$ cat src/hw/rtl/grr_pkg.sv
// ----------------------------------------------------------------------------
// grr_pkg
// Shared types and codes for the glyph row renderer: operation codes, result
// status codes, register indexes, the command passed from front to back and
// the result item.
// ----------------------------------------------------------------------------
package grr_pkg;

  // input operation codes
  localparam logic [1:0] OP_LOAD_ENC   = 2'd0;
  localparam logic [1:0] OP_LOAD_GLYPH = 2'd1;
  localparam logic [1:0] OP_DRAW       = 2'd2;

  // result status codes
  localparam logic [2:0] STAT_ROW       = 3'd0;
  localparam logic [2:0] STAT_BAD_POS   = 3'd1;
  localparam logic [2:0] STAT_BAD_CODE  = 3'd2;
  localparam logic [2:0] STAT_NO_GLYPH  = 3'd3;
  localparam logic [2:0] STAT_LOAD_DONE = 3'd4;

  // configuration register indexes
  localparam logic [2:0] CFG_SCREEN_W  = 3'd0;
  localparam logic [2:0] CFG_SCREEN_H  = 3'd1;
  localparam logic [2:0] CFG_ENC_SIZE  = 3'd2;
  localparam logic [2:0] CFG_GLYPH_W   = 3'd3;
  localparam logic [2:0] CFG_GLYPH_H   = 3'd4;

  localparam logic [12:0] SCREEN_MAX = 13'd4096;
  localparam logic [3:0]  MAX_W      = 4'd8;
  localparam logic [4:0]  MAX_H      = 5'd16;

  // request queue between front and back
  localparam int Q_DEPTH = 2;
  localparam int Q_IDX_W = (Q_DEPTH > 1) ? $clog2(Q_DEPTH) : 1;
  localparam int Q_CNT_W = $clog2(Q_DEPTH + 1);

  typedef struct packed {
    logic [12:0] screen_width;
    logic [12:0] screen_height;
    logic [7:0]  encoding_size;
    logic [3:0]  glyph_width;
    logic [4:0]  glyph_height;
  } cfg_t;

  typedef enum logic [2:0] {
    CMD_DONE,
    CMD_LD_ENC,
    CMD_LD_GLYPH,
    CMD_BAD_POS,
    CMD_BAD_CODE,
    CMD_DRAW
  } cmd_kind_t;

  typedef struct packed {
    cmd_kind_t   kind;
    logic [11:0] addr;
    logic [11:0] value;
    logic        absent;
    logic [11:0] px;
    logic [11:0] py;
    logic [7:0]  code;
    logic [15:0] fg;
    logic [15:0] bg;
    logic        dbl;
    logic        bgw;
    logic [3:0]  w;
    logic [4:0]  h;
  } cmd_t;

  typedef struct packed {
    logic        push;
    cmd_t        cmd;
  } q_wr_t;

  typedef struct packed {
    logic [11:0] row_x;
    logic [12:0] row_y;
    logic [4:0]  span_pixels;
    logic [15:0] fg_mask;
    logic        bg_write;
    logic [15:0] out_fg;
    logic [15:0] out_bg;
    logic [2:0]  status;
    logic        last;
  } result_t;

  typedef enum logic [1:0] {
    BK_IDLE,
    BK_LOOKUP,
    BK_CHECK,
    BK_EMIT
  } back_state_t;

endpackage

$ cat src/hw/rtl/grr_front.sv
// ----------------------------------------------------------------------------
// grr_front
// Accepts input requests, checks position and character code against the
// configuration, saturates the glyph size and turns each request into one
// command for the request queue.
// ----------------------------------------------------------------------------
module grr_front import grr_pkg::*; #(
  parameter int ENC_DEPTH   = 128,
  parameter int GLYPH_BYTES = 4096,
  parameter int COLOR_BITS  = 16
) (
  input  logic              in_valid,
  output logic              in_ready,
  input  logic [1:0]        op,
  input  logic [11:0]       table_addr,
  input  logic [11:0]       table_value,
  input  logic              glyph_absent,
  input  logic signed [15:0] pos_x,
  input  logic signed [15:0] pos_y,
  input  logic signed [7:0] char_code,
  input  logic [15:0]       fg_color,
  input  logic [15:0]       bg_color,
  input  logic              double_scale,
  input  logic              transparent_bg,
  input  cfg_t              cfg,
  input  logic              q_full,
  output q_wr_t             q_wr
);

  localparam logic [15:0] COLOR_MASK =
    (COLOR_BITS >= 16) ? 16'hFFFF : 16'((32'd1 << COLOR_BITS) - 32'd1);
  localparam logic [16:0] ENC_LIMIT   = 17'(ENC_DEPTH);
  localparam logic [16:0] GLYPH_LIMIT = 17'(GLYPH_BYTES);

  logic [12:0] sw;
  logic [12:0] sh;
  logic [15:0] px_u;
  logic [15:0] py_u;
  logic [7:0]  code_u;
  logic        bad_pos;
  logic        bad_code;
  logic        enc_in_range;
  logic        glyph_in_range;
  cmd_kind_t   kind;

  assign in_ready = !q_full;

  assign sw     = (cfg.screen_width  > SCREEN_MAX) ? SCREEN_MAX : cfg.screen_width;
  assign sh     = (cfg.screen_height > SCREEN_MAX) ? SCREEN_MAX : cfg.screen_height;
  assign px_u   = $unsigned(pos_x);
  assign py_u   = $unsigned(pos_y);
  assign code_u = $unsigned(char_code);

  assign bad_pos = px_u[15] || py_u[15] ||
                   (px_u >= {3'b000, sw}) || (py_u >= {3'b000, sh});
  assign bad_code = code_u[7] || (code_u >= cfg.encoding_size) ||
                    ({9'd0, code_u} >= ENC_LIMIT);

  assign enc_in_range   = {5'd0, table_addr} < ENC_LIMIT;
  assign glyph_in_range = {5'd0, table_addr} < GLYPH_LIMIT;

  always_comb begin
    unique case (op)
      OP_LOAD_ENC:   kind = enc_in_range ? CMD_LD_ENC : CMD_DONE;
      OP_LOAD_GLYPH: kind = glyph_in_range ? CMD_LD_GLYPH : CMD_DONE;
      OP_DRAW: begin
        if (bad_pos) begin
          kind = CMD_BAD_POS;
        end else if (bad_code) begin
          kind = CMD_BAD_CODE;
        end else begin
          kind = CMD_DRAW;
        end
      end
      default:       kind = CMD_DONE;
    endcase
  end

  always_comb begin
    q_wr.push       = in_valid && in_ready;
    q_wr.cmd.kind   = kind;
    q_wr.cmd.addr   = table_addr;
    q_wr.cmd.value  = table_value;
    q_wr.cmd.absent = glyph_absent;
    q_wr.cmd.px     = px_u[11:0];
    q_wr.cmd.py     = py_u[11:0];
    q_wr.cmd.code   = code_u;
    q_wr.cmd.fg     = fg_color & COLOR_MASK;
    q_wr.cmd.bg     = bg_color & COLOR_MASK;
    q_wr.cmd.dbl    = double_scale;
    q_wr.cmd.bgw    = !transparent_bg;
    q_wr.cmd.w      = (cfg.glyph_width  > MAX_W) ? MAX_W : cfg.glyph_width;
    q_wr.cmd.h      = (cfg.glyph_height > MAX_H) ? MAX_H : cfg.glyph_height;
  end

endmodule

$ cat config.mk
export PLATFORM = sky130hd
export DESIGN_NAME = grr_front
export DESIGN_NICKNAME = d
export VERILOG_FILES = /design/src/hw/rtl/grr_pkg.sv /design/src/hw/rtl/grr_front.sv
export SDC_FILE = /design/constraint.sdc
export NUM_CORES = 1
export LEC_CHECK = 0
export ABC_CLOCK_PERIOD_IN_PS = 3500
export CAP_MARGIN = 20
export CORE_AREA = 2 2 97 99
export DETAILED_ROUTE_END_ITERATION = 10
export DIE_AREA = 0 0 99 101
export DONT_BUFFER_PORTS = 1
export GPL_ROUTABILITY_DRIVEN = 0
export PLACE_DENSITY_LB_ADDON = 0.3
export SYNTH_ARGS = -nofsm -noshare
export SYNTH_HDL_FRONTEND = slang
export SYNTH_SLANG_ARGS = --single-unit
$ cat constraint.sdc
create_clock -name vclk -period 3.5
set_clock_uncertainty 0.05 [all_clocks]
set_input_delay 0.175 -clock vclk [all_inputs]
set_output_delay 0.175 -clock vclk [all_outputs]
set_load 0.01 [all_outputs]
==> flow_summary.toml <==
[worst_setup_path]
crit_chain = "inv_1 > nand2_1 > ha_1 > o21ai_0 > nor2_1 > nor3_1 > o31ai_1 > a211oi_2 > a311oi_1"
cpPeakStageDelay_ps = 590
worstPathMaxFanout = 12
cp_num_buf_inv = 1
worst_ep_required_time_ps = 3270
startpoint_type = "input pin"
critPathCaptureType = "primary output"
arrival_ps = 2260
cpMaxStageDelayCell = "a311oi_1"
criticalPathCategory = "input pin to primary output"
critPathTopFamily = "compound AO/OA/AOI/OAI gates"

[global_routing]
grt-ovfl-total = 0
grt_pass1_wl_um = 5000
grt_usage = 0.0606
grt_pass1_vias = 1061
grt_max_degree = 13
antenna_found_initial = 0

[floorplan]
core_um2 = 8980
num_rows = 35
dieArea_um2 = 10000
die-width_um = 99
die_h_um = 101
start_util = 0.185
ios = 251

[timing]
max_freq_mhz = 403
hold_viol_final = 0
timing.final.ws_setup_ps = 1020
tightestPinTransition_ps = 612
period_needed_ps = 2480
setup_viol = 0
setup-tns-final_ps = 0
drv_slew = 0
holdWs_ps = 300
slew-limit-headroom = 0.589
finalCritPeriodShare = 0.710
rsz0062_at_grt = "no"

[pwr]
internal_power_mw = 0.0441
power.leakage_nw = 0.487
switching_share = 0.556
power_frac_clock = 0
pwr-share-seq = 0
p_comb_frac = 1.000
finalPower_mw = 0.0993
p_switching_mw = 0.0553
powerDensity_nw_per_um2 = 89.8
vdd_drop_max_mv = 0.0163

[cells_and_area]
layout-drive-gt1-share = 0.0296
clkbuf_count = 0
layout.core_utilization = 0.123
final_cell_mix = "ha_1, nand2_1, inv_1"
antenna_cells = 0
final_common_cell = "ha_1"
final_nets = 317
syn_to_final_growth_pct = -33.3
regArea_um2 = 0
instances_no_fill = 246
fin_area_um2 = 1110
flops_and_latches = 0

[synth]
synth_top_area_frac = 0.408
yosysTopAreaCell = "buf_4"
yosysUniqueCellTypes = 31
ys_warn_count = 0
yosys-top-cells-area = "buf_4, ha_1, nand2_1"
syn_area_um2 = 1660
ys_seq_area_frac = 0
syn_inst = 229
synth_fp_nets = 409
synth.avg_cell_area_um2 = 7.24

[clock_network]
post_cts_buffers = 0
ctsHoldBuffers = 0
cts_resized = 0

[detailed_routing]
drtIter0Drc = 17
via_per_inst = 4.13
wl_per_cell_um = 14.1
drc_errors = 0
wl_um = 3470
via_count = 1015
dr.pass1.iters = 4
postRouteAntennaNets = 0

[hold_path]
worstHoldPathType = "input pin to primary output"

[placed_design]
preCtsSetupSlack_ps = 905
dpl.hpwl_um = 3300
portBuffers = 0
dp.cells = 246
place_area_um2 = 1110

[job]
max-cap-violations = 0

[run_status]
outcome = "finished clean"
[routing by layer]
layer / up-vias / part of all wire / global-route usage
met1: 405 / 0.35 / 0.0653
met5: - / 0 / 0
met3: 19 / 0.12 / 0.0187
met2: 101 / 0.49 / 0.111
li1: 490 / - / -
met4: 0 / 0.034 / 0.0232
[cells in the mapped netlist, types with 2 or more instances]
cell type and n:
a21oi_1 11, buf_4 90, clkbuf_1 4, ha_1 34, inv_1 15, nand2_1 26, nand2b_1 3, nand3_1 3
nand4_1 2, nor2_1 2, nor2b_1 12, nor3_1 2, nor4_1 3, o21ai_0 5
[final timing paths]
kind / start / endpoint / slack, ps / depth (start not counted)
worst min-delay path: double_scale / q_wr[10] / 300 / 0
worst max-delay path: cfg[42] / q_wr[100] / 1020 / 9
[final cells by class]
type	count	area (um2)
Inverter	15	56.3
Tap cell	111	139
Fill cell	1024	7870
Multi-Input combinational cell	120	911
[power by group through the flow]
| stage | Clock (mW) | Sequential [mW] | Combinational (mW) |
|---|---|---|---|
| 2_1_floorplan | 0 | 0 | 0.187 |
| 3_3_place_gp | 0 | 0 | 0.0998 |
| 3_5_place_dp | 0 | 0 | 0.102 |
| 4_1_cts | 0 | 0 | 0.102 |
| 5_1_grt | 0 | 0 | 0.120 |
| 6_report | 0 | 0 | 0.0993 |
[kinds of logic (layout without fill, tap and decap cells)]
group                    after synthesis  after routing  synth area share
AO/OA/AOI/OAI                         29             29             0.116
AND/OR/NAND/NOR                       57             57             0.177
buffers and inverters                109             15             0.451
adder cells (fa/ha/maj)               34             34             0.257
Power figures use the tool's default switching activity.
