## src/hw/rtl/grr_pkg.sv

```systemverilog
// ----------------------------------------------------------------------------
// grr_pkg
// Shared types and codes for the glyph row renderer: operation codes, result
// status codes, register indexes, the command passed from front to back and
// the result item.
// ----------------------------------------------------------------------------
package grr_pkg;

  // input operation codes
  localparam logic [1:0] OP_LOAD_ENC   = 2'd0;
  localparam logic [1:0] OP_LOAD_GLYPH = 2'd1;
  localparam logic [1:0] OP_DRAW       = 2'd2;

  // result status codes
  localparam logic [2:0] STAT_ROW       = 3'd0;
  localparam logic [2:0] STAT_BAD_POS   = 3'd1;
  localparam logic [2:0] STAT_BAD_CODE  = 3'd2;
  localparam logic [2:0] STAT_NO_GLYPH  = 3'd3;
  localparam logic [2:0] STAT_LOAD_DONE = 3'd4;

  // configuration register indexes
  localparam logic [2:0] CFG_SCREEN_W  = 3'd0;
  localparam logic [2:0] CFG_SCREEN_H  = 3'd1;
  localparam logic [2:0] CFG_ENC_SIZE  = 3'd2;
  localparam logic [2:0] CFG_GLYPH_W   = 3'd3;
  localparam logic [2:0] CFG_GLYPH_H   = 3'd4;

  localparam logic [12:0] SCREEN_MAX = 13'd4096;
  localparam logic [3:0]  MAX_W      = 4'd8;
  localparam logic [4:0]  MAX_H      = 5'd16;

  // request queue between front and back
  localparam int Q_DEPTH = 2;
  localparam int Q_IDX_W = (Q_DEPTH > 1) ? $clog2(Q_DEPTH) : 1;
  localparam int Q_CNT_W = $clog2(Q_DEPTH + 1);

  typedef struct packed {
    logic [12:0] screen_width;
    logic [12:0] screen_height;
    logic [7:0]  encoding_size;
    logic [3:0]  glyph_width;
    logic [4:0]  glyph_height;
  } cfg_t;

  typedef enum logic [2:0] {
    CMD_DONE,
    CMD_LD_ENC,
    CMD_LD_GLYPH,
    CMD_BAD_POS,
    CMD_BAD_CODE,
    CMD_DRAW
  } cmd_kind_t;

  typedef struct packed {
    cmd_kind_t   kind;
    logic [11:0] addr;
    logic [11:0] value;
    logic        absent;
    logic [11:0] px;
    logic [11:0] py;
    logic [7:0]  code;
    logic [15:0] fg;
    logic [15:0] bg;
    logic        dbl;
    logic        bgw;
    logic [3:0]  w;
    logic [4:0]  h;
  } cmd_t;

  typedef struct packed {
    logic        push;
    cmd_t        cmd;
  } q_wr_t;

  typedef struct packed {
    logic [11:0] row_x;
    logic [12:0] row_y;
    logic [4:0]  span_pixels;
    logic [15:0] fg_mask;
    logic        bg_write;
    logic [15:0] out_fg;
    logic [15:0] out_bg;
    logic [2:0]  status;
    logic        last;
  } result_t;

  typedef enum logic [1:0] {
    BK_IDLE,
    BK_LOOKUP,
    BK_CHECK,
    BK_EMIT
  } back_state_t;

endpackage

```

## src/hw/rtl/grr_queue.sv

```systemverilog
// ----------------------------------------------------------------------------
// grr_queue
// Short request queue between front and back, so each side stalls on its own.
// ----------------------------------------------------------------------------
module grr_queue import grr_pkg::*; (
  input  logic  clk,
  input  logic  rst,
  input  q_wr_t q_wr,
  output logic  q_full,
  output logic  q_valid,
  output cmd_t  q_head,
  input  logic  q_pop
);

  cmd_t               slots [Q_DEPTH];
  logic [Q_IDX_W-1:0] wr_ptr;
  logic [Q_IDX_W-1:0] rd_ptr;
  logic [Q_CNT_W-1:0] count;
  logic               do_push;
  logic               do_pop;

  assign q_full  = (count == Q_CNT_W'(Q_DEPTH));
  assign q_valid = (count != '0);
  assign q_head  = slots[rd_ptr];
  assign do_push = q_wr.push && !q_full;
  assign do_pop  = q_pop && q_valid;

  function automatic logic [Q_IDX_W-1:0] wrap_inc(input logic [Q_IDX_W-1:0] p);
    return (p == Q_IDX_W'(Q_DEPTH - 1)) ? '0 : p + 1'b1;
  endfunction

  always_ff @(posedge clk) begin
    if (do_push) begin
      slots[wr_ptr] <= q_wr.cmd;
    end
  end

  always_ff @(posedge clk) begin
    if (rst) begin
      wr_ptr <= '0;
      rd_ptr <= '0;
      count  <= '0;
    end else begin
      if (do_push) begin
        wr_ptr <= wrap_inc(wr_ptr);
      end
      if (do_pop) begin
        rd_ptr <= wrap_inc(rd_ptr);
      end
      if (do_push && !do_pop) begin
        count <= count + 1'b1;
      end else if (do_pop && !do_push) begin
        count <= count - 1'b1;
      end
    end
  end

endmodule

```

## config.mk

```make
export PLATFORM = sky130hd
export DESIGN_NAME = grr_queue
export DESIGN_NICKNAME = d
export VERILOG_FILES = /design/src/hw/rtl/grr_pkg.sv /design/src/hw/rtl/grr_queue.sv
export SDC_FILE = /design/constraint.sdc
export NUM_CORES = 1
export LEC_CHECK = 0
export CORE_MARGIN = 4
export CORE_UTILIZATION = 51
export CTS_CLUSTER_DIAMETER = 200
export DETAILED_ROUTE_END_ITERATION = 6
export DONT_BUFFER_PORTS = 1
export PLACE_DENSITY = 0.66
export RECOVER_POWER = 100
export SYNTH_ARGS = -nofsm -noshare
export SYNTH_HDL_FRONTEND = slang
export SYNTH_SLANG_ARGS = --single-unit
export TNS_END_PERCENT = 1
```

## constraint.sdc

```tcl
create_clock -name clk -period 9.08 [get_ports clk]
set_input_delay 0.454 -clock clk [delete_from_list [all_inputs] [get_ports clk]]
set_output_delay 0.454 -clock clk [all_outputs]
set_load 0.01 [all_outputs]
```

==> flow_metrics.env <==
export IMPL_status="complete, but fails checks"
export IMPL_violations="max-capacitance violations, max-slew violations"
export IMPL_crit_start="count[0]$_SDFFE_PP0P_"
export IMPL_numCtsBuffers=21
export IMPL_ioPinCount=212
export IMPL_area_growth_pct=11.6
export IMPL_endpoint="slots[0][102]$_DFFE_PP_"
export IMPL_yosysTopAreaCell="edfxtp_1"
export IMPL_grt_max_degree=70
export IMPL_critPathMaxFanout=59
export IMPL_r2r_end="slots[0][102]$_DFFE_PP_"
export IMPL_p_leak_nw=2.80
export IMPL_placed_cells=521
export IMPL_pwr_share_comb_pct=16.0
export IMPL_rrSetupSlack_ns=4.06
export IMPL_ctsHoldBuffers=0
export IMPL_fin_cells=558
export IMPL_netlist_cell_type_count=16
export IMPL_maxCapViolations=4
export IMPL_dp_hpwl_mm=8.54
export IMPL_die_w_um=131
export IMPL_mostFrequentLayoutCells="edfxtp_1, mux2_1, clkbuf_16"
export IMPL_critPathArrivalTime_ns=5.03
export IMPL_numPortBuffers=0
export IMPL_finalInstanceArea_um2=8550
export IMPL_synth_area_leaders="edfxtp_1, mux2_2, dfxtp_1"
export IMPL_drt_iter0_drc=179
export IMPL_cp_required_ns=9.09
export IMPL_ant_nets=0
export IMPL_rsz0062_at_grt="no"
export IMPL_end_kind="register"
export IMPL_grt_pass1_wl_mm=18.9
export IMPL_slew_headroom_pct=-116
export IMPL_std_cell_rows=44
export IMPL_core_um2=14600
export IMPL_antenna_found_initial=0
export IMPL_reg2reg_from="count[0]$_SDFFE_PP0P_"
export IMPL_cts_setup_buffers=0
export IMPL_drc_errors=0
export IMPL_first_global_vias=3367
export IMPL_p_per_area_nw_per_um2=305
export IMPL_synth_seq_cells=211
export IMPL_clkSlewWorstSetupHoldPaths_ns=0.06
export IMPL_switching_share_pct=25.6
export IMPL_worstHoldPathType="input port to register"
export IMPL_synth_yosys_seq_area_share_pct=82.0
export IMPL_fmax_mhz=199
export IMPL_fin_setup_tns_ns=0
export IMPL_wire_per_inst_um=23.3
export IMPL_fin_skew_ns=0.00510
export IMPL_setup_viol=0
export IMPL_crit_type="register to register"
export IMPL_synth_warnings=0
export IMPL_layout_commonest_cell="edfxtp_1"
export IMPL_antenna_cells=0
export IMPL_nets=468
export IMPL_die_h_um=131
export IMPL_cts_max_path_buffers=3
export IMPL_power_switching_mw=0.669
export IMPL_postSynthAreaPerCell_um2=22.2
export IMPL_ctsRootBufferMaster="clkbuf_16"
export IMPL_r2r_cells=4
export IMPL_syn_area_um2=7670
export IMPL_period_share_pct=55.3
export IMPL_yosysTopAreaCellShare_pct=80.7
export IMPL_viasPerCell=5.56
export IMPL_synth_nets=453
export IMPL_dr_total_vias=3105
export IMPL_start_kind="register"
export IMPL_start_util_pct=52.4
export IMPL_cts_resized=0
export IMPL_slew_violations=188
export IMPL_clock_sinks=211
export IMPL_drive_above_1_share_pct=11.0
export IMPL_peakVddDrop_mv=0.267
export IMPL_hold_viol_final=0
export IMPL_tightestPinTransition_ns=3.24
export IMPL_synthCells=345
export IMPL_finalPower_mw=2.61
export IMPL_clock_latency_ns=0.47
export IMPL_first_pass_iters=4
export IMPL_grt_usage_pct=14.5
export IMPL_cts_tree="yes"
export IMPL_fill_cells=1070
export IMPL_clockPowerShare_pct=34.8
export IMPL_min_period_ns=5.02
export IMPL_htreeDepth=1
export IMPL_placed_area_um2=7830
export IMPL_pwr_share_seq_pct=49.2
export IMPL_gp_congestion=0.707
export IMPL_wirelength_mm=13.0
export IMPL_grt_overflow=0
export IMPL_die_area_um2=17100
export IMPL_p_int_mw=1.94
Yosys cell counts:
| master | count |
|---|---|
| o21ai_0 | 3 |
| or3_1 | 2 |
| mux2_2 | 103 |
| xor2_1 | 3 |
| buf_2 | 3 |
| nor2_1 | 4 |
| nor2b_2 | 1 |
| ha_1 | 1 |
| buf_4 | 1 |
| a21oi_1 | 2 |
| inv_1 | 2 |
| dfxtp_1 | 5 |
| buf_6 | 7 |
| or2_2 | 1 |
| and2_1 | 1 |
| edfxtp_1 | 206 |
final cells by class:
class	count	area (um^2)	area share, %
clock inverters	13	193	2.25
repair buffers	3	18.8	0.219
multi-input cells	121	1270	14.8
inverters	2	8.76	0.102
well taps	184	230	2.69
flip-flops and latches	211	6290	73.5
clock buffers	24	547	6.39
sequential cells by signal, indices dropped and copies added, names as in the netlist, named ones only:
signal,flops
count,2
rd_ptr,1
slots,206
wr_ptr,1
power by group through the flow:
stage | clock, mW | combinational (mW) | sequential [mW]
5_1_grt | 0.979 | 0.457 | 1.30
3_3_place_gp | 0 | 0.473 | 1.29
2_1_floorplan | 0 | 0.424 | 1.28
3_5_place_dp | 0 | 0.478 | 1.30
4_1_cts | 0.935 | 0.480 | 1.28
6_report | 0.908 | 0.419 | 1.28
how the worst min path moves through the flow:
stage | endpoint | depth (start not counted) | start | slack [ns]
CTS | register | 1 | rst | 0.02
global placement | wr_ptr$_SDFFE_PP0N_ | 2 | wr_ptr$_SDFFE_PP0N_ | 0.47
floorplan | wr_ptr$_SDFFE_PP0N_ | 2 | wr_ptr$_SDFFE_PP0N_ | 0.45
global route | wr_ptr$_SDFFE_PP0N_ | 1 | rst | 0.02
finish | count[1]$_SDFFE_PP0P_ | 1 | rst | 0.04
detailed placement | count[1]$_SDFFE_PP0P_ | 2 | count[1]$_SDFFE_PP0P_ | 0.49
logic make-up (layout without fill, tap and decap cells):
| group | after synthesis | in the layout | synth area share, % |
|---|---|---|---|
| flops | 211 | 211 | 82.0 |
| mux | 103 | 103 | 15.1 |
| buf+inv | 13 | 42 | 1.42 |
| simple gates | 9 | 9 | 0.636 |
| compound gates | 5 | 5 | 0.326 |
| xor+xnor | 3 | 3 | 0.343 |
| fa+ha+maj | 1 | 1 | 0.163 |
metrics by stage:
stage                     hold WS (ns)  setup slack [ns]  utilization, %
final                           0.0432              4.06            58.4
after global routing            0.0181              3.52            58.4
after CTS                       0.0158              6.12            58.5
after detailed placement         0.494              6.51            53.5
after global placement           0.474              6.57            53.5
after floorplan                  0.452              5.59               -
critical path, stage by stage, from the launching register on:
cell and delay (ns):
dfxtp_1 0.41, nor2b_1 0.13, or3_1 0.36, clkinvlp_2 1.21
clkbuf_1 2.39
metal layers:
layer	track usage [%]	wire (um)	part of all wire (%)
met5	0	0	0
met4	4.30	242	1.9
met3	9.27	2160	17
met2	23.1	6210	48
met1	16.0	4410	34
No activity file was read; power rests on OpenSTA's default activity.
